===== config.mk =====
export PLATFORM = sky130hd
export DESIGN_NAME = wrapping_deadline_task_queue_top
export DESIGN_NICKNAME = d
export VERILOG_FILES = /design/src/hdl/wdtq_pkg.sv /design/src/hdl/wrapping_deadline_task_queue_top.sv /design/src/hdl/dtq_ram.sv /design/src/hdl/dtq_scan.sv
export VERILOG_INCLUDE_DIRS = /design/src /design/src/hdl
export SDC_FILE = /design/constraint.sdc
export NUM_CORES = 2
export LEC_CHECK = 0
export BUFFER_PORTS_ARGS = -buffer_cell sky130_fd_sc_hd__buf_2
export CORE_UTILIZATION = 45
export CTS_CLUSTER_DIAMETER = 50
export CTS_CLUSTER_SIZE = 20
export DETAILED_ROUTE_END_ITERATION = 7
export GPL_TIMING_DRIVEN = 1
export SLEW_MARGIN = 15
export SYNTH_ARGS = -nofsm -noshare
export SYNTH_HDL_FRONTEND = slang
export SYNTH_HIERARCHICAL = 1
export SYNTH_SLANG_ARGS = --single-unit

===== constraint.sdc =====
create_clock -name clk -period 21.7 [get_ports clk]
set_clock_uncertainty 0.2 [all_clocks]
set_input_delay 2.17 -clock clk [delete_from_list [all_inputs] [get_ports clk]]
set_output_delay 2.17 -clock clk [all_outputs]
set_load 0.05 [all_outputs]

===== src/hdl/assert_macros.svh =====
// Assertion macros shared by the queue RTL.
// Depends on a clock named clk and an active-low reset named arst_n in scope.
`ifndef ASSERT_MACROS_SVH
`define ASSERT_MACROS_SVH

// Check a property on every rising clock edge outside reset.
`define ASSERT_CLK(label, prop, msg) \
	label: assert property (@(posedge clk) disable iff (!arst_n) (prop)) else $error(msg);

// Check that a condition never holds outside reset.
`define ASSERT_NEVER(label, cond, msg) \
	label: assert property (@(posedge clk) disable iff (!arst_n) !(cond)) else $error(msg);

`endif


===== src/hdl/wdtq_pkg.sv =====
// Types and constants for the wrapping deadline task queue.
// No dependencies; the top level, dtq_scan and the testbench import this package.
package wdtq_pkg;

	localparam int DL_BITS  = 32;
	localparam int TAG_W    = 16;

	typedef enum logic [1:0] {
		CMD_SCHED       = 2'd0,
		CMD_RESCHED     = 2'd1,
		CMD_DISP_FIRST  = 2'd2,
		CMD_DISP_NEXT   = 2'd3
	} cmd_t;

	typedef enum logic [1:0] {
		STAT_OK       = 2'd0,
		STAT_TOO_FAR  = 2'd1,
		STAT_FULL     = 2'd2,
		STAT_EMPTY    = 2'd3
	} status_t;

	typedef enum logic [1:0] {
		S_IDLE,
		S_SCAN,
		S_SHIFT,
		S_RESCAN
	} state_t;

	typedef struct packed {
		cmd_t               command;
		logic [DL_BITS-1:0] delay_ticks;
		logic [TAG_W-1:0]   task_tag;
		logic [DL_BITS-1:0] now_count;
	} in_t;

	typedef struct packed {
		status_t            status;
		logic               task_valid;
		logic [TAG_W-1:0]   dispatched_tag;
		logic               more_due;
		logic [DL_BITS-1:0] match_value;
	} out_t;

	typedef struct packed {
		logic clr;
		logic vld;
	} scan_ctl_t;

	// x in [lo, hi) on a wrapping count
	function automatic logic in_window(logic [DL_BITS-1:0] lo, logic [DL_BITS-1:0] x,
		logic [DL_BITS-1:0] hi);
		if (lo < hi) begin
			return (x >= lo) && (x < hi);
		end
		return (x >= lo) || (x < hi);
	endfunction

endpackage


===== src/hdl/wrapping_deadline_task_queue_top.sv =====
// Top level of the wrapping deadline task queue: sequencer, entry RAM, scan unit.
// Depends on wdtq_pkg, assert_macros.svh, dtq_ram and dtq_scan.
//
//   channel | signals                       | direction
//   --------+-------------------------------+----------
//   command | start, busy, req (in_t)       | in
//   result  | done, rsp (out_t)             | out
//   config  | cfg_valid, cfg_ready, cfg_data| in
//
// A failed command (too far, full, empty) gives its result in the cycle
// after it is taken. A schedule takes one scan of the entries through the
// registered RAM read port. A dispatch takes one scan, one shift of the
// later entries down by one slot and, if entries remain, one more scan,
// all through the single RAM read port.
// Reset clears occupancy, match and burst reference; entries need no clearing.
// busy stays high until the result strobe; results cannot be stalled.
`include "assert_macros.svh"

module wrapping_deadline_task_queue_top
	import wdtq_pkg::*;
#(
	parameter int DEPTH    = 16,
	parameter int TAG_BITS = 16
) (
	input  logic               clk,
	input  logic               arst_n,
	input  logic               start,
	output logic               busy,
	input  in_t                req,
	output logic               done,
	output out_t               rsp,
	input  logic               cfg_valid,
	output logic               cfg_ready,
	input  logic [DL_BITS-1:0] cfg_data
);

	localparam int AW = (DEPTH > 1) ? $clog2(DEPTH) : 1;
	localparam int CW = $clog2(DEPTH + 1);
	localparam int RW = DL_BITS + TAG_BITS;

	state_t              state_q, state_d;
	in_t                 req_q;
	logic [CW-1:0]       occ_q;
	logic [CW-1:0]       cnt_q;
	logic [DL_BITS-1:0]  period_q;
	logic [DL_BITS-1:0]  match_q;
	logic [DL_BITS-1:0]  burst_q;
	logic [DL_BITS-1:0]  ref_q;
	logic [TAG_BITS-1:0] tag_q;
	logic                done_q;
	out_t                out_q;
	logic                rd_vld_s1;
	logic [AW-1:0]       rd_idx_s1;

	logic                accept;
	logic                is_sched;
	logic                too_far;
	logic                full;
	logic [DL_BITS-1:0]  base;
	logic [DL_BITS-1:0]  sum;
	logic [DL_BITS-1:0]  new_dl;
	logic [DL_BITS-1:0]  disp_ref;
	logic                issue;
	logic                pass_done;
	logic                more;

	logic                wr_en;
	logic [AW-1:0]       wr_addr;
	logic [RW-1:0]       wr_data;
	logic                rd_en;
	logic [AW-1:0]       rd_addr;
	logic [RW-1:0]       rd_data;
	scan_ctl_t           scan_ctl;
	logic [AW-1:0]       best_idx;
	logic [DL_BITS-1:0]  best_dl;
	logic [TAG_BITS-1:0] best_tag;

	// Command decode on the item being offered
	assign accept   = start && !busy;
	assign is_sched = (req.command == CMD_SCHED) || (req.command == CMD_RESCHED);
	assign base     = (req.command == CMD_SCHED) ? req.now_count : match_q;
	assign too_far  = (req.delay_ticks > period_q) ||
	                  (({1'b0, req.delay_ticks} + {1'b0, burst_q}) > {1'b0, {DL_BITS{1'b1}}});
	assign full     = (occ_q == CW'(DEPTH));
	assign sum      = base + req.delay_ticks;
	// wrap once past the period
	assign new_dl   = (sum > period_q) ? (sum - period_q) : sum;
	// dispatch first opens a burst at the match time
	assign disp_ref = (req.command == CMD_DISP_FIRST) ? match_q : burst_q;

	// Read sweep: issue while the counter is below occupancy, then drain
	assign issue     = (cnt_q < occ_q);
	assign pass_done = !issue && !rd_vld_s1;
	assign more      = in_window(burst_q, best_dl, req_q.now_count);

	// Next state
	always_comb begin
		state_d = state_q;
		unique case (state_q)
			S_IDLE: begin
				if (accept) begin
					if (is_sched) begin
						if (!too_far && !full) state_d = S_SCAN;
					end else if (occ_q != '0) begin
						state_d = S_SCAN;
					end
				end
			end
			S_SCAN: begin
				if (pass_done) begin
					state_d = ((req_q.command == CMD_SCHED) || (req_q.command == CMD_RESCHED))
					          ? S_IDLE : S_SHIFT;
				end
			end
			S_SHIFT: begin
				if (pass_done) state_d = (occ_q == CW'(1)) ? S_IDLE : S_RESCAN;
			end
			S_RESCAN: begin
				if (pass_done) state_d = S_IDLE;
			end
			default: state_d = S_IDLE;
		endcase
	end

	// RAM and scan unit control
	always_comb begin
		wr_en        = 1'b0;
		wr_addr      = occ_q[AW-1:0];
		wr_data      = {new_dl, TAG_BITS'(req.task_tag)};
		rd_en        = 1'b0;
		rd_addr      = cnt_q[AW-1:0];
		scan_ctl.clr = 1'b0;
		scan_ctl.vld = 1'b0;
		unique case (state_q)
			S_IDLE: begin
				scan_ctl.clr = accept;
				// append the new task behind the others
				wr_en        = accept && is_sched && !too_far && !full;
			end
			S_SCAN, S_RESCAN: begin
				rd_en        = issue;
				scan_ctl.vld = rd_vld_s1;
			end
			S_SHIFT: begin
				// move each later entry down one slot
				rd_en        = issue;
				wr_en        = rd_vld_s1;
				wr_addr      = rd_idx_s1 - AW'(1);
				wr_data      = rd_data;
				scan_ctl.clr = pass_done;
			end
			default: begin
				rd_en = 1'b0;
			end
		endcase
	end

	always_ff @(posedge clk or negedge arst_n) begin
		if (!arst_n) begin
			state_q   <= S_IDLE;
			occ_q     <= '0;
			cnt_q     <= '0;
			period_q  <= {DL_BITS{1'b1}};
			match_q   <= '0;
			burst_q   <= '0;
			done_q    <= 1'b0;
			rd_vld_s1 <= 1'b0;
		end else begin
			state_q   <= state_d;
			done_q    <= 1'b0;
			rd_vld_s1 <= rd_en;
			if (cfg_valid && cfg_ready) begin
				period_q <= cfg_data;
			end
			if (rd_en) begin
				cnt_q <= cnt_q + CW'(1);
			end
			unique case (state_q)
				S_IDLE: begin
					cnt_q <= '0;
					if (accept) begin
						if (is_sched) begin
							if (too_far || full) begin
								done_q <= 1'b1;
							end else begin
								occ_q <= occ_q + CW'(1);
							end
						end else if (occ_q == '0) begin
							done_q <= 1'b1;
						end else begin
							burst_q <= disp_ref;
						end
					end
				end
				S_SCAN: begin
					if (pass_done) begin
						if ((req_q.command == CMD_SCHED) || (req_q.command == CMD_RESCHED)) begin
							match_q <= best_dl;
							done_q  <= 1'b1;
						end else begin
							cnt_q <= CW'(best_idx) + CW'(1);
						end
					end
				end
				S_SHIFT: begin
					if (pass_done) begin
						occ_q <= occ_q - CW'(1);
						cnt_q <= '0;
						if (occ_q == CW'(1)) begin
							// queue left empty: keep match, end burst
							burst_q <= '0;
							done_q  <= 1'b1;
						end
					end
				end
				S_RESCAN: begin
					if (pass_done) begin
						match_q <= best_dl;
						done_q  <= 1'b1;
						if (!more) burst_q <= '0;
					end
				end
				default: begin
					done_q <= 1'b0;
				end
			endcase
		end
	end

	// Payload registers: latched item, scan reference, popped tag, result
	always_ff @(posedge clk) begin
		rd_idx_s1 <= cnt_q[AW-1:0];
		unique case (state_q)
			S_IDLE: begin
				if (accept) begin
					req_q <= req;
					ref_q <= is_sched ? base : disp_ref;
					if (is_sched && too_far) begin
						out_q <= '{status: STAT_TOO_FAR, task_valid: 1'b0, dispatched_tag: '0,
						           more_due: 1'b0, match_value: match_q};
					end else if (is_sched && full) begin
						out_q <= '{status: STAT_FULL, task_valid: 1'b0, dispatched_tag: '0,
						           more_due: 1'b0, match_value: match_q};
					end else begin
						out_q <= '{status: STAT_EMPTY, task_valid: 1'b0, dispatched_tag: '0,
						           more_due: 1'b0, match_value: match_q};
					end
				end
			end
			S_SCAN: begin
				if (pass_done) begin
					tag_q <= best_tag;
					out_q <= '{status: STAT_OK, task_valid: 1'b0, dispatched_tag: '0,
					           more_due: 1'b0, match_value: best_dl};
				end
			end
			S_SHIFT: begin
				if (pass_done) begin
					out_q <= '{status: STAT_OK, task_valid: 1'b1,
					           dispatched_tag: TAG_W'(tag_q), more_due: 1'b0,
					           match_value: match_q};
				end
			end
			S_RESCAN: begin
				if (pass_done) begin
					out_q <= '{status: STAT_OK, task_valid: 1'b1,
					           dispatched_tag: TAG_W'(tag_q), more_due: more,
					           match_value: best_dl};
				end
			end
			default: begin
				tag_q <= tag_q;
			end
		endcase
	end

	dtq_ram #(
		.WIDTH (RW),
		.DEPTH (DEPTH)
	) u_entries (
		.clk     (clk),
		.wr_en   (wr_en),
		.wr_addr (wr_addr),
		.wr_data (wr_data),
		.rd_en   (rd_en),
		.rd_addr (rd_addr),
		.rd_data (rd_data)
	);

	dtq_scan #(
		.AW       (AW),
		.TAG_BITS (TAG_BITS)
	) u_scan (
		.clk           (clk),
		.arst_n        (arst_n),
		.ctl           (scan_ctl),
		.ref_time      (ref_q),
		.period        (period_q),
		.idx           (rd_idx_s1),
		.deadline      (rd_data[RW-1:TAG_BITS]),
		.tag           (rd_data[TAG_BITS-1:0]),
		.best_idx      (best_idx),
		.best_deadline (best_dl),
		.best_tag      (best_tag)
	);

	assign busy      = (state_q != S_IDLE);
	assign done      = done_q;
	assign rsp       = out_q;
	assign cfg_ready = 1'b1;

	`ASSERT_NEVER(a_occ_bound, occ_q > CW'(DEPTH), "occupancy above depth")
	`ASSERT_CLK(a_accept_moves, accept |=> (busy || done), "accepted item neither busy nor done")
	`ASSERT_CLK(a_done_idle, done |-> !busy, "result strobe while still busy")
	`ASSERT_NEVER(a_read_idle, rd_vld_s1 && (state_q == S_IDLE), "RAM read data while idle")

endmodule


===== src/hdl/dtq_ram.sv =====
// Generic simple dual-port RAM, one write and one registered read port.
// No dependencies.
module dtq_ram #(
	parameter int WIDTH = 48,
	parameter int DEPTH = 16
) (
	input  logic                     clk,
	input  logic                     wr_en,
	input  logic [$clog2(DEPTH)-1:0] wr_addr,
	input  logic [WIDTH-1:0]         wr_data,
	input  logic                     rd_en,
	input  logic [$clog2(DEPTH)-1:0] rd_addr,
	output logic [WIDTH-1:0]         rd_data
);

	logic [WIDTH-1:0] mem [DEPTH];
	logic [WIDTH-1:0] rd_data_q;

	always_ff @(posedge clk) begin
		if (wr_en) begin
			mem[wr_addr] <= wr_data;
		end
		if (rd_en) begin
			rd_data_q <= mem[rd_addr];
		end
	end

	assign rd_data = rd_data_q;

endmodule


===== src/hdl/dtq_scan.sv =====
// Earliest-deadline tracker fed one entry per cycle from the entry RAM.
// Depends on wdtq_pkg.
module dtq_scan
	import wdtq_pkg::*;
#(
	parameter int AW       = 4,
	parameter int TAG_BITS = 16
) (
	input  logic               clk,
	input  logic               arst_n,
	input  scan_ctl_t          ctl,
	input  logic [DL_BITS-1:0] ref_time,
	input  logic [DL_BITS-1:0] period,
	input  logic [AW-1:0]      idx,
	input  logic [DL_BITS-1:0] deadline,
	input  logic [TAG_BITS-1:0] tag,
	output logic [AW-1:0]      best_idx,
	output logic [DL_BITS-1:0] best_deadline,
	output logic [TAG_BITS-1:0] best_tag
);

	logic               have_q;
	logic [DL_BITS:0]   best_key_q;
	logic [AW-1:0]      best_idx_q;
	logic [DL_BITS-1:0] best_dl_q;
	logic [TAG_BITS-1:0] best_tag_q;
	logic [DL_BITS:0]   key;
	logic               take;

	// values below the reference count one period later
	assign key  = (deadline < ref_time) ? ({1'b0, deadline} + {1'b0, period})
	                                    : {1'b0, deadline};
	// strict compare keeps the oldest entry on a tie
	assign take = ctl.vld && (!have_q || (key < best_key_q));

	always_ff @(posedge clk or negedge arst_n) begin
		if (!arst_n) begin
			have_q <= 1'b0;
		end else if (ctl.clr) begin
			have_q <= 1'b0;
		end else if (ctl.vld) begin
			have_q <= 1'b1;
		end
	end

	always_ff @(posedge clk) begin
		if (take) begin
			best_key_q <= key;
			best_idx_q <= idx;
			best_dl_q  <= deadline;
			best_tag_q <= tag;
		end
	end

	assign best_idx      = best_idx_q;
	assign best_deadline = best_dl_q;
	assign best_tag      = best_tag_q;

endmodule


==> impl_summary.log <==
[metrics] Post-CTS Setup Repair Bufs: 0
[metrics] flip-flop and latch count after synthesis: 1149
[metrics] post-layout util: 0.514
[metrics] number of placement rows: 127
[metrics] Via-to-Cell Ratio: 5.83
[metrics] number of top-level pins: 173
[metrics] TritonCTS buffer count: 118
[metrics] overall die height: 350 um
[metrics] count of maximum capacitance violations: 0
[metrics] share of flip-flops with an asynchronous set or reset: 0.0966
[metrics] Final Max Slew Viols: 0
[metrics] count of nets after finishing: 4395
[metrics] clk root buf: clkbuf_16
[metrics] clk_lat worst skew: 0.73 ns
[metrics] status: complete, no violations
[metrics] largest net degree at the start of global routing: 142
[metrics] CTS clk-pin slew, worst paths: 0.07 ns
[metrics] nets in the synthesized netlist: 4194
[metrics] initial antenna violation count: 2
[metrics] core region area: 120000 um^2
[metrics] full die area: 123000 um^2
[metrics] weighted congestion at the end of routability-driven global placement: 0.912
[metrics] Tot GR Track Use: 0.236
[metrics] global-route wire length before repair: 213 mm
[metrics] buffers from clock root to sink, at most: 3
[metrics] power density normalized to cell area: 148 nW/um^2
[metrics] average size of a mapped cell: 14.6 um^2
[metrics] final period utilization: 0.433
[metrics] # DRC: 0
[metrics] endpoint arrival time on the critical path: 9.55 ns
[metrics] VDD IR-drop max: 0.134 mV
[metrics] number of global-route vias before repair: 32700
[metrics] deepest level of the CTS H-tree: 3
[metrics] crit path kind: in2reg
[metrics] dpl hpwl: 91.9 mm
[metrics] Most used DFF post-synth: edfxtp_1
[metrics] post_cts resized: 0
[metrics] CTS tree: built
[metrics] Fmax achieved: 106 MHz
[metrics] proportion of synthesized chip area in sequential cells: 0.622
[metrics] leakage component of the power: 22.9 nW
[metrics] number of cells on the worst reg-to-reg path: 20
[metrics] CTS Sinks: 1149
[metrics] commonest cells after routing, fill and taps aside: edfxtp_1 (1034), ha_1 (328), nand2_1 (309), inv_1 (200), mux4_2 (192)
[metrics] area overhead of the layout relative to synthesis: 13.1%
[metrics] Final Critical Period: 9.40 ns
[metrics] setup repair after global routing missed its margin: no
[metrics] Worst setup SP type: input pin
[metrics] post-synthesis instance area: 54600 um^2
[metrics] Routed WL: 145 mm
[metrics] kind of path behind the tightest hold check: reg2reg
[metrics] share of cells above drive strength 1: 0.192
[metrics] critical path peak fanout: 62
[metrics] cts-stage hold buffer count: 0
[metrics] total setup violations reported at the end of the flow: 0
[metrics] type of destination of the critical path: flop
[metrics] Ys Warns: 6
[metrics] Initial Util: 0.454
[metrics] WL/cell: 25.6 um
[metrics] EDFF count, synth: 1034
[metrics] detailed router's first-iteration violation count: 2759
[metrics] hold-critical path depth: 0
[metrics] final worst hold slack: 0.227 ns
[metrics] transition time at the pin with the least slew margin: 1.18 ns
[metrics] Fill cells: 10000
[metrics] setup slack on the worst flop-to-flop path: 14.16 ns
[metrics] normalized max-slew margin: 0.208
[metrics] accumulated negative setup slack: 0 ns
[metrics] Worst Path Required: 21.85 ns
[metrics] input/output buffers: 171
[metrics] grt ovf: 0
[metrics] die boundary width: 350 um
[metrics] DRT antenna net count: 0
[metrics] Synth cell types: 81
[metrics] number of failing hold endpoints at the final stage: 0
[metrics] Post-Synthesis Cells: 3743
[metrics] commonest non-fill, non-tap cell in the layout: edfxtp_1
[metrics] number of iterations in the first detailed-routing pass: 6
[metrics] via count: 33000
-- logic make-up after synthesis --
| family | count (synthesis) | synth area share |
|---|---|---|
| AO/OA/AOI/OAI | 771 | 0.0934 |
| multiplexers | 325 | 0.106 |
| flip-flops | 1149 | 0.622 |
| other | 1 | 0.0000687 |
| XOR/XNOR | 87 | 0.0140 |
| buffers and inverters | 351 | 0.0261 |
| AND/OR/NAND/NOR | 726 | 0.0620 |
| adder cells (fa/ha/maj) | 333 | 0.0769 |
-- layout make-up --
cell class	count	area, um^2	share of cell area
repair buffers	229	1320	0.0214
well taps	1612	2020	0.0327
flip-flops and latches	1149	34000	0.550
clock inverters	102	1200	0.0195
diodes	2	5.00	0.0000811
inverters	203	763	0.0124
clock buffers	124	3040	0.0493
multi-input cells	2243	19400	0.314
-- stage by stage --
stage	power, mW	area [um^2]	setup WS (ns)	cells
6_report	9.13	61700	12.30	5664
5_1_grt	9.62	61700	11.93	5662
4_1_cts	9.16	61700	12.43	5662
3_5_place_dp	7.00	57500	11.72	5436
3_3_place_gp	6.94	57500	11.79	5436
2_1_floorplan	5.93	54600	13.17	3743
-- state kept, by name, indices dropped and copies added, names as in the netlist, 5 cells and up --
name and cells:
burst_q 32, tag_q 16, match_q 32, req_q 33, cnt_q 5, u_scan/best_deadline 32, occ_q 5, u_entries/mem 768
u_scan/best_key_q 33, period_q 32, u_entries/rd_data 48, rsp 52, u_scan/best_tag 16, ref_q 32
-- where the power goes --
part	internal [mW]	total (mW)	switching, mW
combinational	1.19	3.35	2.16
sequential	3.31	3.63	0.315
clock	1.18	2.16	0.978
-- Yosys cell counts (11+ instances only) --
| library cell | instances | area (um^2) |
|---|---|---|
| a22o_1 | 34 | 298 |
| nand4_1 | 54 | 338 |
| o211ai_1 | 24 | 180 |
| dfstp_2 | 32 | 841 |
| a22oi_1 | 96 | 721 |
| o21ai_1 | 40 | 200 |
| o22ai_1 | 20 | 125 |
| a21oi_1 | 167 | 836 |
| mux4_2 | 192 | 4320 |
| nand2b_1 | 20 | 125 |
| nand3_1 | 34 | 170 |
| a31oi_1 | 12 | 75.1 |
| nor2b_1 | 43 | 269 |
| buf_4 | 24 | 180 |
| mux2_1 | 30 | 338 |
| xor2_1 | 32 | 280 |
| clkbuf_1 | 88 | 330 |
| xnor2_1 | 55 | 482 |
| ha_1 | 329 | 4120 |
| o21a_1 | 20 | 150 |
| a21o_1 | 112 | 841 |
| inv_1 | 202 | 758 |
| buf_1 | 22 | 82.6 |
| dfrtp_1 | 79 | 1980 |
| mux2_2 | 54 | 608 |
| a211oi_1 | 35 | 263 |
| mux2i_1 | 49 | 490 |
| o31ai_1 | 11 | 82.6 |
| nor3_1 | 34 | 170 |
| nand2_1 | 309 | 1160 |
| nor2_1 | 141 | 529 |
| edfxtp_1 | 1034 | 31000 |
| buf_2 | 14 | 70.1 |
| and2_1 | 26 | 163 |
| and3_1 | 19 | 119 |
| o21ai_0 | 123 | 616 |
-- final timing paths --
check                                       from                    end
max                                      req[80]  u_entries/mem[12][41]
min                           u_scan/best_tag[1]               tag_q[1]
max reg2reg                u_entries/rd_data[16]  u_scan/best_key_q[31]
min reg2reg                   u_scan/best_tag[1]               tag_q[1]
max in group asynchronous                 arst_n           period_q[23]
min in group asynchronous                 arst_n             match_q[0]
-- per-layer routing --
layer,vias up,global-route usage,share of wire
li1,15000,-,-
met1,16600,0.325,0.43
met2,1124,0.380,0.47
met3,243,0.0394,0.064
met4,0,0.0811,0.035
met5,-,0,0
-- critical path: stages --
cell	delay, ns
buf_2	0.08
buf_4	0.61
or2_2	0.82
nand2_1	0.11
nand2_1	0.12
ha_1	0.19
inv_1	0.06
fa_1	0.40
nand2b_1	0.20
a211oi_1	0.38
nor3b_1	0.13
o21ai_1	0.46
a31o_2	0.29
nand2_1	0.08
xnor2_1	0.24
ha_1	0.27
a21o_1	0.14
a21oi_1	0.06
nor2b_1	0.16
nor4_1	0.07
o41ai_1	0.49
inv_1	0.14
a21oi_4	0.13
buf_4	0.60
mux2i_1	0.19
a21oi_1	0.92
Power figures use the tool's default switching activity.
